===== config.mk =====
export PLATFORM = sky130hd
export DESIGN_NAME = tpe_ram
export DESIGN_NICKNAME = d
export VERILOG_FILES = /design/src/sv/tpe_ram.sv
export SDC_FILE = /design/constraint.sdc
export NUM_CORES = 1
export LEC_CHECK = 0
export ABC_AREA = 1
export BUFFER_PORTS_ARGS = -buffer_cell sky130_fd_sc_hd__buf_2
export CORE_AREA = 2 2 124 126
export CTS_CLUSTER_SIZE = 14
export DETAILED_ROUTE_END_ITERATION = 7
export DIE_AREA = 0 0 126 128
export PLACE_DENSITY_LB_ADDON = 0.25
export SLEW_MARGIN = 30
export SYNTH_ARGS = -nofsm -noshare
export SYNTH_HDL_FRONTEND = slang
export SYNTH_SLANG_ARGS = --single-unit
export TNS_END_PERCENT = 50

===== constraint.sdc =====
create_clock -name clock -period 3.2 [get_ports clock]
set_input_delay 0.32 -clock clock [delete_from_list [all_inputs] [get_ports clock]]
set_output_delay 0.32 -clock clock [all_outputs]
set_load 0.02 [all_outputs]

===== src/sv/tpe_ram.sv =====
// ----------------------------------------------------------------------------
// Generic synchronous RAM
// One write port and one read port with registered read data.
// ----------------------------------------------------------------------------
module tpe_ram #(
   parameter int WIDTH = 8,
   parameter int DEPTH = 16
) (
   input  logic                     clock,
   input  logic                     we,
   input  logic [$clog2(DEPTH)-1:0] waddr,
   input  logic [WIDTH-1:0]         wdata,
   input  logic                     re,
   input  logic [$clog2(DEPTH)-1:0] raddr,
   output logic [WIDTH-1:0]         rdata
);

   logic [WIDTH-1:0] mem_ff [DEPTH];
   logic [WIDTH-1:0] rdata_ff;

   // Write port.
   always_ff @(posedge clock) begin
      if (we) begin
         mem_ff[waddr] <= wdata;
      end
   end

   // Read port with registered read data.
   always_ff @(posedge clock) begin
      if (re) begin
         rdata_ff <= mem_ff[raddr];
      end
   end

   assign rdata = rdata_ff;

endmodule


==> flow_summary.ini <==
[power]
powerDensity_nw_per_um2 = 616
power_mw = 4.08
p_leak_nw = 2.82
ir_drop_uv = 351

[synthesis]
syn-cell-area_um2 = 5850
yosysTopAreaCell = edfxtp_1
avgSynthCellArea_um2 = 10.6
yosys-top-cells-area = edfxtp_1 (70%), nand2_1 (11%), nand3_1 (8.3%)
synth_top_area_frac = 0.698
synthDistinctLibCells = 11
syn_nets = 570
yosys_warnings = 0
synth_cells = 551
ys_seq_elements = 136
yosysSeqAreaShare = 0.698

[grt]
globalRoute.busiestLayer = met2
use_met2 = 0.283
grt_use_met1 = 0.236
grt_pass1_vias = 3789
grt_util_met3 = 0.0484
grt_remaining_overflow = 0
grt_pass1_wl_um = 21300
grt_usage = 0.179
grt_max_degree = 65
antenna_found_initial = 0

[layout]
finalCoreUtilization = 0.445
finalInstanceArea_um2 = 6620
fillerInstances = 1422
nets = 595
diodes = 0
drive_above_1_share = 0.0986
syn_to_final_growth_pct = 13.2

[setup_path]
r2r_end = rdata[0]$_DFFE_PP_
path_delay_family = buffers and inverters
reg2reg_depth = 6
slowest_delay_ps = 480
critPathRequiredTime_ps = 3360
cp-end-kind = register
cp.arrival_ps = 1720
cp-startpoint = raddr[0]
cp.depth = 8
reg2reg_from = mem_ff[6][0]$_DFFE_PP_
worst_setup_path_start_kind = input port
reg2reg_slack_ps = 2000
slowest_stage = inv_2
critPathKind = in2reg
endpoint = rdata[6]$_DFFE_PP_
cp.buffers_inverters = 3
cpMostUsedCell = nand3_1
cp_max_fo = 36
crit_chain = buf_2 > inv_2 > buf_4 > nand2_1 > nand3_1 > nand3_1 > nand3_1 > nand2_1

[timing]
fmax_mhz = 642
final.setup_skew_ps = 5.53
hold_viol = 0
min_period_ps = 1560
setup-tns-final_ps = 0
maxSlewHeadroom = 0.386
worstMarginPinSlew_ps = 918
rsz0062_at_grt = no
setup_violations = 0
final_max_slew_viol_count = 0
finalCritPeriodShare = 0.487
timing.final.ws_setup_ps = 1640

[floorplan]
rows = 45
dieArea_um2 = 16100
die_h_um = 128
fp.dieW_um = 126
core_um2 = 14900
top_level_ports = 27
start_util = 0.393

[clocking]
cts_tree = yes
cts_sinks = 136
ctsRootBufferMaster = clkbuf_16
cts_setup_buffers = 0
clk_pin_slew_worst_paths_ps = 60
cts.path.max_buffers = 2
htree_num_levels = 4
cts_buffers = 17
clk_latency_ps = 410
cts_hold_buf = 0
post_cts_resized = 0

[placed_design]
port_buffers = 26
gp_congestion = 0.834
postPlaceCellArea_um2 = 6080
hpwl_um = 8480
place_ws_ps = 1220

[hold_path]
hold_path.class = in2reg

[detailed_routing]
drc = 0
drt_iter0_drc = 317
avgViaCountPerCell = 4.92
wl_per_cell_um = 17.6
num_vias = 3815
ant_nets = 0
dr.pass1.iters = 5
drt_wl_total_um = 13700

[run_status]
status = complete, no violations

[run]
cap_viol_max_count = 0
[routing by layer]
metal / routed length, um / vias to the layer above
met2: 6420 / 128
met1: 6090 / 1833
met3: 836 / 24
met5: 0 / -
met4: 321 / 0
li1: - / 1830
[per-stage QoR]
step                      cells  hold slack (ps)
after floorplan             551              419
after global placement      745              692
after detailed placement    745              692
after CTS                   776              260
after global routing        776              259
final                       776              272
[area by class of cell]
class	count	area, um^2	area share
clock buffers	18	429	0.0649
clock inverters	13	113	0.0170
inverters	102	383	0.0579
multi-input cells	289	1210	0.183
flip-flops and latches	136	4080	0.617
well taps	188	235	0.0355
repair buffers	30	160	0.0242
[registers in the layout (all words and copies together) (netlist names)]
| register | count |
|---|---|
| mem_ff | 128 |
| rdata | 8 |
[layout by cell type (no fill, tap or decap), drive strengths merged]
cell	n
inv	102
clkbuf	18
nor2	17
clkinvlp	1
nand2	173
bufinv	2
clkinv	10
nand3b	2
edfxtp	136
nand3	97
buf	30
[cells in the mapped netlist]
cell type / count
buf_1: 1
buf_2: 13
buf_4: 4
buf_6: 6
edfxtp_1: 136
inv_1: 100
inv_2: 2
nand2_1: 173
nand3_1: 97
nand3b_1: 2
nor2_1: 17
[worst reg2reg max path, cell delays in order, from the launching register on]
cell and delay, ps:
edfxtp_1 360, inv_1 60, nand2_1 50, nand3_1 130, nand3_1 120, nand3_1 130, nand2_1 90
[logic make-up (layout without fill, tap and decap cells)]
kind of cell           after synthesis  after routing  synth area share
flip-flops                         136            136             0.698
AND/OR/NAND/NOR                    289            289             0.208
buffers and inverters              126            163            0.0939
[where the power goes]
part	total [mW]	internal (mW)	switching, mW
logic	0.242	0.0628	0.179
clock network	1.82	1.12	0.698
registers	2.02	2.01	0.0115
total	4.08	3.19	0.889
[worst min path at each step]
stage / cells after the start / end / from
after floorplan: 0 / mem_ff[0][0]$_DFFE_PP_ / wdata[0]
final: 1 / rdata[1]$_DFFE_PP_ / re
after detailed placement: 1 / rdata[6]$_DFFE_PP_ / re
after global placement: 1 / rdata[6]$_DFFE_PP_ / re
after global routing: 1 / rdata[6]$_DFFE_PP_ / re
after CTS: 1 / rdata[2]$_DFFE_PP_ / re
(Power assumes the default switching activity.)
